<file path="config.mk">
export PLATFORM = sky130hd
export DESIGN_NAME = ranked_keypad_push_cost_top
export DESIGN_NICKNAME = d
export VERILOG_FILES = /design/src/rtl/core/rkpc_pkg.sv /design/src/rtl/core/rkpc_ctrl.sv /design/src/rtl/core/rkpc_dp.sv /design/src/rtl/core/ranked_keypad_push_cost_top.sv
export SDC_FILE = /design/constraint.sdc
export NUM_CORES = 1
export LEC_CHECK = 0
export ABC_AREA = 1
export BUFFER_PORTS_ARGS = -buffer_cell sky130_fd_sc_hd__buf_2
export CORE_MARGIN = 2
export CORE_UTILIZATION = 40
export CTS_CLUSTER_DIAMETER = 60
export DETAILED_ROUTE_END_ITERATION = 12
export HOLD_SLACK_MARGIN = 0.15
export PLACE_DENSITY_LB_ADDON = 0.3
export SLEW_MARGIN = 0
export SYNTH_ARGS = -nofsm -noshare
export SYNTH_HDL_FRONTEND = slang
export SYNTH_HIERARCHICAL = 1
export SYNTH_SLANG_ARGS = --single-unit
</file>
<file path="constraint.sdc">
create_clock -name clk -period 5.5 [get_ports clk]
set_input_delay 0.825 -clock clk [delete_from_list [all_inputs] [get_ports clk]]
set_output_delay 0.825 -clock clk [all_outputs]
set_load 0.005 [all_outputs]
</file>
<file path="src/rtl/core/rkpc_pkg.sv">
// Shared constants and controller/datapath interface types for the keypad push cost block.
package rkpc_pkg;

  localparam int ALPHABET_SIZE_DEF = 26;
  localparam int COUNT_WIDTH_DEF   = 16;
  localparam int LETTER_W          = 5;
  localparam int KEY_W             = 5;
  localparam int TOTAL_W           = 21;

  localparam logic [KEY_W-1:0]   KEY_COUNT_RESET = KEY_W'(8);
  localparam logic [TOTAL_W-1:0] TOTAL_MAX       = {TOTAL_W{1'b1}};

  // Commands from the sequencer to the datapath.
  typedef struct packed {
    logic count;       // add the accepted letter to the histogram
    logic begin_rank;  // last letter accepted: clear the total and element index
    logic load;        // capture the head entry as the current element
    logic cmp;         // compare head against current element, rotate
    logic mul;         // form count times weight
    logic add;         // accumulate product, advance element
    logic clear_hist;  // drop all counts after the word
  } cmd_t;

  // Status from the datapath back to the sequencer.
  typedef struct packed {
    logic cmp_last;    // final comparison of this element
    logic elem_last;   // final element of the ranking pass
  } status_t;

endpackage

</file>
<file path="src/rtl/core/rkpc_ctrl.sv">
// Sequencer for the histogram count and ranking passes.
module rkpc_ctrl (
  input  logic            clk,
  input  logic            rst,
  input  logic            start,
  input  logic            last,
  input  rkpc_pkg::status_t status,
  output rkpc_pkg::cmd_t  cmd,
  output logic            busy,
  output logic            done
);
  import rkpc_pkg::*;

  typedef enum logic [2:0] {
    ST_IDLE,
    ST_LOAD,
    ST_CMP,
    ST_MUL,
    ST_ADD
  } state_t;

  state_t state;
  state_t state_next;

  assign busy = (state != ST_IDLE);

  always_comb begin
    cmd            = '0;
    state_next     = state;
    case (state)
      ST_IDLE: begin
        cmd.count      = start;
        cmd.begin_rank = start && last;
        if (start && last) begin
          state_next = ST_LOAD;
        end
      end
      ST_LOAD: begin
        cmd.load   = 1'b1;
        state_next = ST_CMP;
      end
      ST_CMP: begin
        cmd.cmp = 1'b1;
        if (status.cmp_last) begin
          state_next = ST_MUL;
        end
      end
      ST_MUL: begin
        cmd.mul    = 1'b1;
        state_next = ST_ADD;
      end
      ST_ADD: begin
        cmd.add        = 1'b1;
        cmd.clear_hist = status.elem_last;
        state_next     = status.elem_last ? ST_IDLE : ST_LOAD;
      end
      default: begin
        state_next = ST_IDLE;
      end
    endcase
  end

  always_ff @(posedge clk) begin
    if (rst) begin
      state <= ST_IDLE;
      done  <= 1'b0;
    end else begin
      state <= state_next;
      done  <= (state == ST_ADD) && status.elem_last;
    end
  end

endmodule

</file>
<file path="src/rtl/core/rkpc_dp.sv">
// Histogram, rotating rank search, weight tracking and saturating total.
module rkpc_dp #(
  parameter int ALPHABET_SIZE = rkpc_pkg::ALPHABET_SIZE_DEF,
  parameter int COUNT_WIDTH   = rkpc_pkg::COUNT_WIDTH_DEF
) (
  input  logic                          clk,
  input  logic                          rst,
  input  rkpc_pkg::cmd_t                cmd,
  input  logic [rkpc_pkg::LETTER_W-1:0] letter,
  input  logic                          key_count_we,
  input  logic [rkpc_pkg::KEY_W-1:0]    key_count,
  output rkpc_pkg::status_t             status,
  output logic [rkpc_pkg::TOTAL_W-1:0]  total_pushes
);
  import rkpc_pkg::*;

  localparam int IW = (ALPHABET_SIZE > 1) ? $clog2(ALPHABET_SIZE) : 1;
  localparam int WW = $clog2(ALPHABET_SIZE + 1);
  localparam int PW = COUNT_WIDTH + WW;
  localparam int SW = ((PW > TOTAL_W) ? PW : TOTAL_W) + 1;
  localparam int LW = (IW > LETTER_W) ? IW + 1 : LETTER_W + 1;

  logic [COUNT_WIDTH-1:0] hist [ALPHABET_SIZE];
  logic [COUNT_WIDTH-1:0] cur;
  logic [KEY_W-1:0]       keys_reg;
  logic [KEY_W-1:0]       keys_eff;
  logic [KEY_W-1:0]       rem;
  logic [WW-1:0]          weight;
  logic [IW-1:0]          k;
  logic [IW-1:0]          elem;
  logic [PW-1:0]          prod;
  logic [SW-1:0]          sum;
  logic                   rotate;
  logic                   tie_before;
  logic                   outranks;

  assign rotate   = cmd.load || cmd.cmp || cmd.mul;
  assign keys_eff = (keys_reg == '0) ? KEY_W'(1) : keys_reg;

  // Head holds element (elem + k) mod N; it precedes elem once that wraps.
  assign tie_before = ((IW+1)'(k) + (IW+1)'(elem)) >= (IW+1)'(ALPHABET_SIZE);
  assign outranks   = (hist[0] > cur) || ((hist[0] == cur) && tie_before);

  assign status.cmp_last  = (k == IW'(ALPHABET_SIZE - 1));
  assign status.elem_last = (elem == IW'(ALPHABET_SIZE - 1));

  assign sum = SW'(total_pushes) + SW'(prod);

  always_ff @(posedge clk) begin
    if (rst) begin
      keys_reg <= KEY_COUNT_RESET;
    end else if (key_count_we) begin
      keys_reg <= key_count;
    end
  end

  always_ff @(posedge clk) begin
    if (rst || cmd.clear_hist) begin
      for (int e = 0; e < ALPHABET_SIZE; e++) begin
        hist[e] <= '0;
      end
    end else if (rotate) begin
      for (int e = 0; e < ALPHABET_SIZE - 1; e++) begin
        hist[e] <= hist[e+1];
      end
      hist[ALPHABET_SIZE-1] <= hist[0];
    end else if (cmd.count) begin
      for (int e = 0; e < ALPHABET_SIZE; e++) begin
        if ((LW'(letter) == LW'(e)) && (hist[e] != {COUNT_WIDTH{1'b1}})) begin
          hist[e] <= hist[e] + COUNT_WIDTH'(1);
        end
      end
    end
  end

  always_ff @(posedge clk) begin
    if (cmd.begin_rank) begin
      elem         <= '0;
      total_pushes <= '0;
    end else if (cmd.add) begin
      elem         <= elem + IW'(1);
      total_pushes <= (sum > SW'(TOTAL_MAX)) ? TOTAL_MAX : sum[TOTAL_W-1:0];
    end
    if (cmd.load) begin
      cur    <= hist[0];
      k      <= IW'(1);
      rem    <= '0;
      weight <= WW'(1);
    end else if (cmd.cmp) begin
      k <= k + IW'(1);
      if (outranks) begin
        if (rem == keys_eff - KEY_W'(1)) begin
          rem    <= '0;
          weight <= weight + WW'(1);
        end else begin
          rem <= rem + KEY_W'(1);
        end
      end
    end
    if (cmd.mul) begin
      prod <= PW'(cur) * PW'(weight);
    end
  end

endmodule

</file>
<file path="src/rtl/core/ranked_keypad_push_cost_top.sv">
// Top level of the ranked keypad push cost block.
// A letter without last is counted while busy stays low.
// A last letter is counted and starts the ranking pass: load, compare, multiply and add
// for each element; done pulses the cycle after the final add, with total_pushes valid.
// Throughput: one letter per cycle while busy is low; no letter is taken during a ranking pass.
// Reset (rst, synchronous): clears counts and sequencer, key_count returns to 8.
// The receiver cannot stall: done is a one-cycle strobe.
module ranked_keypad_push_cost_top #(
  parameter int ALPHABET_SIZE = rkpc_pkg::ALPHABET_SIZE_DEF,
  parameter int COUNT_WIDTH   = rkpc_pkg::COUNT_WIDTH_DEF
) (
  input  logic                          clk,
  input  logic                          rst,
  input  logic                          start,
  input  logic [rkpc_pkg::LETTER_W-1:0] letter,
  input  logic                          last,
  output logic                          busy,
  input  logic                          key_count_we,
  input  logic [rkpc_pkg::KEY_W-1:0]    key_count,
  output logic                          done,
  output logic [rkpc_pkg::TOTAL_W-1:0]  total_pushes
);
  import rkpc_pkg::*;

  // The ranking pass avoids a sort: the histogram rotates past a fixed head
  // tap, and for each element the number of entries that outrank it (larger,
  // or equal and earlier) sets its weight. A remainder counter against
  // key_count advances the weight, so no divider is needed.
  cmd_t    cmd;
  status_t status;

  rkpc_ctrl u_ctrl (
    .clk    (clk),
    .rst    (rst),
    .start  (start),
    .last   (last),
    .status (status),
    .cmd    (cmd),
    .busy   (busy),
    .done   (done)
  );

  rkpc_dp #(
    .ALPHABET_SIZE (ALPHABET_SIZE),
    .COUNT_WIDTH   (COUNT_WIDTH)
  ) u_dp (
    .clk          (clk),
    .rst          (rst),
    .cmd          (cmd),
    .letter       (letter),
    .key_count_we (key_count_we),
    .key_count    (key_count),
    .status       (status),
    .total_pushes (total_pushes)
  );

  // A finished word is reported only once the sequencer is back to idle.
  a_done_idle: assert property (@(posedge clk) disable iff (rst) done |-> !busy)
    else $error("done while busy");

  // A word's result is a single strobe.
  a_done_single: assert property (@(posedge clk) disable iff (rst) done |=> !done)
    else $error("done held for more than one cycle");

  // Only an accepted last letter starts the ranking pass.
  a_busy_cause: assert property (@(posedge clk) disable iff (rst)
    (start && !busy && last) |=> busy)
    else $error("last letter did not start ranking");

  a_busy_rise: assert property (@(posedge clk) disable iff (rst)
    (!busy && !(start && last)) |=> !busy)
    else $error("busy rose without a last letter");

endmodule
</file>
# Yosys cells after proc, flatten, opt, wreduce, memory -nomap -nowiden

Memories as Yosys holds them, arrays and structs flattened.
Cells that the tools add are included.

Memories: 1
Logic and storage cells: 400
Flip-flop bits (word level): 87
Input bits: 15
RAM bits: 416

Memory list:

| memory    | depth | width | rd ports | clocked after memory_dff | write ports | RTL line      | RTL |
|---|---|---|---|---|---|---|---|
| u_dp.hist | 26    | 16    | 26       | 0                        | 26          | rkpc_dp.sv:23 | `logic [COUNT_WIDTH-1:0] hist [ALPHABET_SIZE];` |

Bitwise operators: 52
Add/subtract/negate cells: 33
Reductions and logical operators: 40
$lt $le $gt $ge: 3
Multipliers: 1
Multiplexer cells: 199
Equal/unequal tests: 61

Operators with widths:

| cell                                                             | count |
|---|---|
| 2-to-1 mux 16 bit                                                | 52 |
| adder 16 x 1 -> 16 bit (second input constant)                   | 26 |
| != test 16 bit (second input constant)                           | 26 |
| 2-to-1 mux 1 bit                                                 | 139 |
| == test 5 bit (second input constant)                            | 12 |
| bitwise OR 1 bit                                                 | 52 |
| == test 5 x 4 -> 1 bit (second input constant)                   | 8 |
| logical AND 1 bit                                                | 29 |
| adder 21 x 21 -> 22 bit                                          | 1 |
| greater-than comparator 22 x 21 -> 1 bit (second input constant) | 1 |
| multiplier 16 x 5 -> 21 bit                                      | 1 |
| 2-to-1 mux 21 bit                                                | 1 |
| adder 5 x 1 -> 5 bit (second input constant)                     | 4 |
| == test 5 x 3 -> 1 bit (second input constant)                   | 4 |
| == test 16 bit                                                   | 1 |
| greater-than comparator 16 bit                                   | 1 |
| case mux 3 bit (5 select lines)                                  | 1 |
| == test 5 x 2 -> 1 bit (second input constant)                   | 2 |
| zero test 5 bit                                                  | 2 |
| 2-to-1 mux 5 bit                                                 | 2 |
| adder 5 x 5 -> 6 bit                                             | 1 |
| == test 3 x 2 -> 1 bit (second input constant)                   | 2 |
| >= comparator 6 x 5 -> 1 bit (second input constant)             | 1 |
| 2-to-1 mux 3 bit                                                 | 2 |
| 13 further kinds                                                 | 18 |

# Depth between registers and ports, before layout

Gate-level depths: netlist of the first run.

Depth in word-level cells: 9
Depth in mapped cells: 19
Depth with buffers taken out: 17

# Cells and area by module

The synthesis of the first run kept the hierarchy.

Modules (own cells, without submodules):

| module    | area an instance (µm²) | times used | seq. area each (µm²) | cells each |
|---|---|---|---|---|
| rkpc_dp   | 33950.1                | 1          | 14523.9              | 4130 |
| rkpc_ctrl | 221.5                  | 1          | 80.1                 | 36 |

# Least setup slack after synthesis of the first run

No wires, ideal clock.

Kind: reg2reg
Start: register u_dp.weight[2]
End: register u_dp.prod[18], data pin
Library setup time: 0.259 ns
Stages on the path, launching flop included: 18
Path buffers: 2
Setup slack: 1.463 ns
Data arrival time: 3.778 ns
Cells stage by stage: dfxtp_1 > clkbuf_1 > buf_1 > nand2_1 > inv_1 > fa_1 > fa_1 > inv_1 > fa_1 > inv_1 > ha_1 > nand2_1 > o21ai_0 > nor2_1 > o21ai_0 > nand4_1 > nand2_1 > xor2_1

Cells in the longest elaborated chain, start to end: 1

Ends and longest elaborated chain:

| item                        | RTL line       | RTL |
|---|---|---|
| from (decl)                 | rkpc_dp.sv:28  | `logic [WW-1:0] weight;` |
| from (signal assigned)      | rkpc_dp.sv:94  | `weight <= weight + WW'(1);` |
| multiplier 16 x 5 -> 21 bit | rkpc_dp.sv:101 | `prod <= PW'(cur) * PW'(weight);` |
| to (signal assigned)        | rkpc_dp.sv:101 |  |
| to (decl)                   | rkpc_dp.sv:31  | `logic [PW-1:0] prod;` |

Every way passes these cells.
A chain may end at the register's enable or synchronous reset.

# Final worst setup path of the first run

Start: register u_dp.weight[2]
End: register u_dp.prod[20], data pin

The elaborated chain is that of the path after synthesis.

==> results of run 1 <==
-- how the worst min path moves through the flow --
| stage | endpoint | slack (ns) | cells after the start |
|---|---|---|---|
| final | u_dp/keys_reg[3]$_SDFFE_PP1P_ | 0.43 | 3 |
| after global routing | u_dp/keys_reg[3]$_SDFFE_PP1P_ | 0.43 | 3 |
| after CTS | u_dp/keys_reg[3]$_SDFFE_PP1P_ | 0.39 | 3 |
| after detailed placement | u_dp/keys_reg[3]$_SDFFE_PP1P_ | 0.47 | 2 |
| after global placement | u_dp/keys_reg[3]$_SDFFE_PP1P_ | 0.47 | 2 |
| after floorplan | u_dp/keys_reg[3]$_SDFFE_PP1P_ | 0.44 | 2 |
-- cell families after synthesis --
family                     count (synthesis)  share of synthesized area (%)
adders and majority gates                148                           6.39
buffers and inverters                    827                           9.56
muxes                                      3                         0.0879
AOI/OAI and AO/OA                        683                           10.8
xor gates and xnor gates                 328                           8.41
DFF                                      503                           42.7
and+or+nand+nor                         1674                           22.0
-- stage by stage --
step / cell area (um2) / utilization, %
CTS: 37500 / 44.2
detailed placement: 35400 / 41.7
floorplan: 34200 / -
global placement: 35400 / 41.7
finish: 37500 / 44.2
global route: 37500 / 44.2
-- layer usage --
metal	share of wire (%)	GRT usage, %	vias up
met1	48	25.3	12600
met4	2.5	6.00	4
met5	0.029	0	-
li1	-	-	13900
met3	4.7	2.74	128
met2	45	29.7	537
-- synth_stat cells, drive strengths merged --
cell       n
nand4    102
and3b      1
ha       104
nand3b     8
inv      714
nand3    240
and3       1
o2111ai    1
o32ai      1
or2       14
nor4      29
nor3     131
o22ai     58
a32o       1
clkinv     2
nor3b      6
mux2i      3
o21ai    415
xor2     285
o21bai     7
o21a       7
o31ai     34
nand2    838
edfxtp   453
dfxtp     50
a22o       5
o211ai     2
fa        44
a21oi    131
a31oi      4
a22oi      7
a211oi     5
a21o       3
buf       74
a21boi     2
xnor2     43
nor2     304
clkbuf    37
-- worst max-delay path, cell delays in order, from the launching register on --
cell and delay [ns]:
sky130_fd_sc_hd__dfxtp_1 0.79, sky130_fd_sc_hd__nand2_1 0.12, sky130_fd_sc_hd__inv_1 0.10, sky130_fd_sc_hd__fa_1 0.45, sky130_fd_sc_hd__fa_1 0.54, sky130_fd_sc_hd__inv_1 0.05
sky130_fd_sc_hd__fa_1 0.53, sky130_fd_sc_hd__inv_1 0.04, sky130_fd_sc_hd__ha_1 0.34, sky130_fd_sc_hd__nand2_1 0.13, sky130_fd_sc_hd__nor4_1 0.54, sky130_fd_sc_hd__nand3_1 0.16
sky130_fd_sc_hd__nand3_1 0.14, sky130_fd_sc_hd__xor2_1 0.07
-- cell usage in the layout, fill, tap and decap left out, types with 10 or more instances in the layout --
cell type / netlist / routed
sky130_fd_sc_hd__nor3_1: 105 / 105
sky130_fd_sc_hd__o22ai_1: 58 / 58
sky130_fd_sc_hd__inv_1: 696 / 696
sky130_fd_sc_hd__o21ai_0: 361 / 361
sky130_fd_sc_hd__xnor2_1: 43 / 43
sky130_fd_sc_hd__nor2_2: 9 / 10
sky130_fd_sc_hd__nor4_1: 27 / 27
sky130_fd_sc_hd__or2_2: 14 / 14
sky130_fd_sc_hd__fa_1: 44 / 44
sky130_fd_sc_hd__nand3_1: 228 / 228
sky130_fd_sc_hd__nand2_1: 832 / 832
sky130_fd_sc_hd__nor2_1: 292 / 290
sky130_fd_sc_hd__edfxtp_1: 453 / 453
sky130_fd_sc_hd__xor2_1: 285 / 285
sky130_fd_sc_hd__a21oi_1: 131 / 131
sky130_fd_sc_hd__nor3_2: 25 / 24
sky130_fd_sc_hd__ha_1: 104 / 104
sky130_fd_sc_hd__buf_2: 45 / 37
sky130_fd_sc_hd__o21ai_1: 54 / 54
sky130_fd_sc_hd__dfxtp_1: 50 / 50
sky130_fd_sc_hd__clkinv_1: 1 / 14
sky130_fd_sc_hd__nand4_1: 97 / 97
sky130_fd_sc_hd__clkbuf_16: 0 / 67
sky130_fd_sc_hd__inv_2: 17 / 16
sky130_fd_sc_hd__buf_4: 18 / 13
sky130_fd_sc_hd__o31ai_1: 34 / 34
-- power breakdown --
part	internal (W)	leakage [nW]	switching, W
Sequential	0.00525	5.18	0.000829
Clock	0.00248	1.04	0.00177
Combinational	0.000869	10.7	0.00186
-- layout make-up --
type	count	area [um2]
Fill cell	8402	47400
Inverter	716	2700
Clock buffer	81	1780
Sequential cell	503	14600
Tap cell	1144	1430
Clock inverter	38	359
Antenna cell	1	2.50
Timing Repair Buffer	51	303
Multi-Input combinational cell	2836	16300
==> qor.yml, run 1 <==
outcome:
  run_status: "complete, no violations"
clock_tree:
  tritoncts: "built"
  cts-root-buf: "sky130_fd_sc_hd__clkbuf_16"
  tritoncts_num_sinks: 503
  worstSkewPairLatency_ns: 0.63
  path_clk_slew_ns: 0.05
  cts_buffers: 66
  post_cts_resize_count: 0
  ctsLongestPathBuffers: 3
  post-cts-setup-buffers: 0
  postCtsHoldBufs: 0
  clock_tree.htree_level_count: 3
sta:
  post-route-period-util_pct: 77.3
  setup_viol: 0
  finalCriticalPeriod_ns: 4.25
  tightest_slew_ns: 1.07
  worst_clock_skew_ns: 0.0298
  final.setup.worst_slack_ns: 1.25
  report.final.slew_viol_count: 0
  final_count_of_hold_timing_violations: 0
  rsz_0062_raised_after_global_routing: "false"
  final.hold.worst_slack_ns: 0.428
  max_slew_headroom_pct: 28.3
  fin_setup_tns_ns: 0
  fmaxAchievable_mhz: 235
routing:
  ant_nets: 0
  routedWlPerCell_um: 15.0
  first_pass_iters: 6
  drc: 0
  vias: 27200
  routed_wl_um: 80500
  detail_route.vias_per_cell: 5.06
  detailedRoute.firstIterationViolations: 1914
placed_design:
  place.detailed.instances: 5250
  place.port_buffers: 37
  pre_cts_ws_ns: 1.30
  dp_hpwl_um: 58300
  place.gp.congestion: 0.933
logic_synthesis:
  synthesized_cell_area_um2: 34200
  synthesis.area_per_instance_um2: 8.20
  postSynthNetCount: 4329
  netlist_top_cells_area: "sky130_fd_sc_hd__edfxtp_1, sky130_fd_sc_hd__nand2_1, sky130_fd_sc_hd__inv_1"
  synth.top_cell.area_share_pct: 39.8
  yosysUniqueCellTypes: 56
  netlist.top_cell.by_area: "sky130_fd_sc_hd__edfxtp_1"
  yosys_warnings: 6
  yosysSeqAreaShare_pct: 42.7
  synthesized_flop_and_latch_total: 503
  syn-instance-count: 4166
global_route:
  grt_pass1_wl_um: 133000
  grt_overflow_total: 0
  initial_antenna_violation_count: 3
  largest_net_degree_at_the_start_of_global_routing: 84
  via_count_of_the_first_global_routing_pass: 26300
  gr-usage-all-layers_pct: 18.4
cells_and_area:
  area_added_between_synthesis_and_finish_pct: 9.72
  share_of_final_layout_standard_cells_stronger_than_drive_strength_1_pct: 5.85
  largest_register_ff_count: 416
  largest-register: "u_dp/hist"
  top_registers: "u_dp/hist (416), u_dp/prod (21), u_dp/total_pushes (21)"
  final_cells: 5370
  final_nets: 4337
pwr:
  vdd_ir_max_uv: 229
  power-per-cell-area_nw_per_um2: 348
  total_power_w: 0.0130
  total_leakage_power_nw: 16.9
critical_path:
  critPathArrivalTime_ns: 4.61
  cell_count_of_the_worst_reg_to_reg_path: 13
  rrSetupSlack_ns: 1.25
  critical_path.max_fanout: 20
  worst_r2r_endpoint: "u_dp/prod[20]$_DFFE_PP_"
  worstReg2RegStart: "u_dp/weight[2]$_SDFFE_PP0P_"
  cp-start-kind: "register"
  end_point_of_the_critical_path: "u_dp/prod[20]$_DFFE_PP_"
  crit_start: "u_dp/weight[2]$_SDFFE_PP0P_"
  cp_data_required_time_ns: 5.85
  end_kind: "register"
  worst_setup_path_category: "reg2reg"
floorplanning:
  core_region_area_um2: 84900
  dieArea_um2: 87800
  die_h_um: 296
  floorplan.initialDensity_pct: 40.3
  floorplan.rows: 107
  ios: 38
  dieWidth_um: 296
worst_hold_path:
  hp-class: "in2reg"
  min_from: "key_count[3]"
flow_run:
  maxCapViolCount: 0
Power figures use the tool's default switching activity.
==> run 2, diff against run 1 <==
Clock period 5.5 ns to 3.7 ns, I/O delays scaled along.
==> run 2 against run 1 <==
Effect of this change:
- wire length grew 0.18%
- utilization is 1.1 points higher
- register-to-register slack got worse by 1.1 ns
- global-route usage is 0.27 points lower
- critical endpoint is now u_dp/prod[15]$_DFFE_PP_
- largest power group unchanged
- highest routed layer is now met4
==> qor.yml, run 2 (synthesis gave the netlist of run 1 again) <==
outcome:
  run_status: "complete, no violations"
cells_and_area:
  largest_register_ff_count: 416  # unchanged
  top_registers: "u_dp/hist (416), u_dp/prod (21), u_dp/total_pushes (21)"
  final_nets: 4429  # +2.1%
  mostFrequentLayoutCell: "sky130_fd_sc_hd__nand2_1"
  share_of_final_layout_standard_cells_stronger_than_drive_strength_1_pct: 8.76  # +2.9 points
  largest-register: "u_dp/hist"
  area_added_between_synthesis_and_finish_pct: 12.4
  final_cells: 5459  # +1.7%
  layout_common_cells: "sky130_fd_sc_hd__nand2_1, sky130_fd_sc_hd__inv_1, sky130_fd_sc_hd__edfxtp_1, sky130_fd_sc_hd__o21ai_0"
clock_tree:
  tritoncts_num_sinks: 503  # unchanged
  cts-root-buf: "sky130_fd_sc_hd__clkbuf_16"
  ctsLongestPathBuffers: 3  # unchanged
  clock_tree.htree_level_count: 2  # -1
  cts_buffers: 59  # -11%
  path_clk_slew_ns: 0.06  # about the same
  worstSkewPairLatency_ns: 0.65  # +0.02 ns
  tritoncts: "built"
critical_path:
  cp-start-kind: "register"
  critPathArrivalTime_ns: 3.96  # -0.65 ns
  end_kind: "register"
  worst_setup_path_category: "reg2reg"
  cp_data_required_time_ns: 4.10  # -1.75 ns
  critical_path.max_fanout: 5  # -75%
sta:
  fin_setup_tns_ns: 0  # unchanged
  final.setup.worst_slack_ns: 0.139  # -1.11 ns
  finalCriticalPeriod_ns: 3.56  # -0.693 ns
  final.hold.worst_slack_ns: 0.229  # -0.199 ns
  setup_viol: 0  # unchanged
  worst_clock_skew_ns: 0.0355  # +0.00566 ns
  tightest_slew_ns: 0.756  # -0.315 ns
  post-route-period-util_pct: 96.3  # +19 points
  final_count_of_hold_timing_violations: 0  # unchanged
  fmaxAchievable_mhz: 281  # +19%
  max_slew_headroom_pct: 49.5  # +21 points
  rsz_0062_raised_after_global_routing: "true"
  report.final.slew_viol_count: 0  # unchanged
global_route:
  gr-usage-all-layers_pct: 18.1  # -0.27 points
  via_count_of_the_first_global_routing_pass: 26000  # -0.92%
  gr-usage-met3_pct: 2.41  # -0.32 points
  global_route.usage.met2_pct: 29.4  # -0.32 points
  grt_pass1_wl_um: 132000  # -0.85%
  initial_antenna_violation_count: 1  # -2
  global_route.peak_usage_layer: "met2"
  largest_net_degree_at_the_start_of_global_routing: 119  # +42%
  grt_overflow_total: 0  # unchanged
  grt.met1_usage_pct: 25.3  # +0.034 points
placed_design:
  dp_hpwl_um: 58400  # +0.21%
  place.gp.congestion: 0.917  # -1.7%
  place.port_buffers: 37  # unchanged
  place.detailed.instances: 5334  # +1.6%
  pre_cts_ws_ns: -0.0734  # -1.38 ns
pwr:
  power-per-cell-area_nw_per_um2: 501  # +44%
  total_leakage_power_nw: 17.3  # +2.6%
  vdd_ir_max_uv: 382  # +67%
  total_power_w: 0.0192  # +47%
floorplanning:
  floorplan.initialDensity_pct: 40.3  # unchanged
  floorplan.rows: 107  # unchanged
  dieArea_um2: 87800  # unchanged
  core_region_area_um2: 84900  # unchanged
  ios: 38  # unchanged
  die_h_um: 296  # unchanged
  dieWidth_um: 296  # unchanged
routing:
  detailedRoute.firstIterationViolations: 1969  # +2.9%
  routed_wl_um: 80600  # +0.18%
  vias: 27300  # +0.57%
  first_pass_iters: 5  # -1
  drc: 0  # unchanged
  routedWlPerCell_um: 14.8  # -1.5%
  detail_route.vias_per_cell: 5.01  # -1.1%
  ant_nets: 0  # unchanged
worst_hold_path:
  hp-class: "in2reg"
flow_run:
  maxCapViolCount: 0  # unchanged
[run 2: changes by cell type in the layout (fill, tap and decap cells not counted), sizes merged]
cell | previous run | this run
bufinv | 3 | 7
clkbuf | 81 | 75
clkinvlp | 4 | 1
clkinv | 27 | 25
buf | 51 | 148
inv | 720 | 717
dlygate4sd3 | 0 | 2
[run 2: what timing repair did]
item                       4_1_cts  5_1_grt
setup buffers                    2       11
resized for setup                6       53
hold endpoints to repair         1        0
pin swaps                        3       42
hold buffers                     2        0
setup endpoints to repair        6       11
[run 2: worst max-delay path, stage by stage, from the launching register on]
cell and delay [ns]:
sky130_fd_sc_hd__edfxtp_1 0.40, sky130_fd_sc_hd__buf_6 0.14, sky130_fd_sc_hd__nand2_1 0.05, sky130_fd_sc_hd__inv_1 0.05, sky130_fd_sc_hd__fa_1 0.48, sky130_fd_sc_hd__fa_1 0.49
sky130_fd_sc_hd__inv_1 0.05, sky130_fd_sc_hd__fa_1 0.52, sky130_fd_sc_hd__inv_1 0.06, sky130_fd_sc_hd__ha_4 0.24, sky130_fd_sc_hd__a21oi_4 0.17, sky130_fd_sc_hd__o21ai_2 0.08
sky130_fd_sc_hd__nand2_1 0.08, sky130_fd_sc_hd__nand3_2 0.10, sky130_fd_sc_hd__nand2_2 0.07, sky130_fd_sc_hd__nand2_2 0.07, sky130_fd_sc_hd__buf_4 0.14, sky130_fd_sc_hd__xor2_1 0.13
[run 2: worst paths after layout]
path	endpoint	depth (start not counted)	slack, ns	startpoint
setup / recovery	u_dp/prod[15]$_DFFE_PP_	17	0.14	u_dp/cur[4]$_DFFE_PP_
hold reg to reg	u_dp/keys_reg[3]$_SDFFE_PP1P_	2	0.50	u_dp/keys_reg[3]$_SDFFE_PP1P_
setup reg to reg	u_dp/prod[15]$_DFFE_PP_	17	0.14	u_dp/cur[4]$_DFFE_PP_
hold / removal	u_dp/keys_reg[0]$_SDFFE_PP0P_	3	0.23	key_count[0]
[run 2: cell type report]
type                    count  area [um2]
fillers                  8468       46500
multi-input cells        2836       16600
flip-flops and latches    503       14600
inverters                 716        2700
clock buffers              75        1550
well taps                1144        1430
repair buffers            150        1090
clock inverters            34         405
diodes                      1        2.50
[run 2: per-stage QoR]
step / instance area, um2 / utilization, %
detailed placement: 36000 / 42.4
floorplan: 34200 / -
global route: 38400 / 45.3
finish: 38400 / 45.3
global placement: 36000 / 42.4
CTS: 38000 / 44.8
[run 2: report_power, final]
group          switching (W)  internal, W  total (W)
clock                0.00242      0.00345    0.00587
sequential           0.00121      0.00779    0.00900
combinational        0.00288      0.00148    0.00436
[run 2: per-layer routing]
| metal | part of all wire, % | vias to the layer above |
|---|---|---|
| met2 | 45 | 459 |
| met4 | 2.5 | 0 |
| li1 | - | 14100 |
| met1 | 48 | 12700 |
| met3 | 4.0 | 121 |
| met5 | 0 | - |
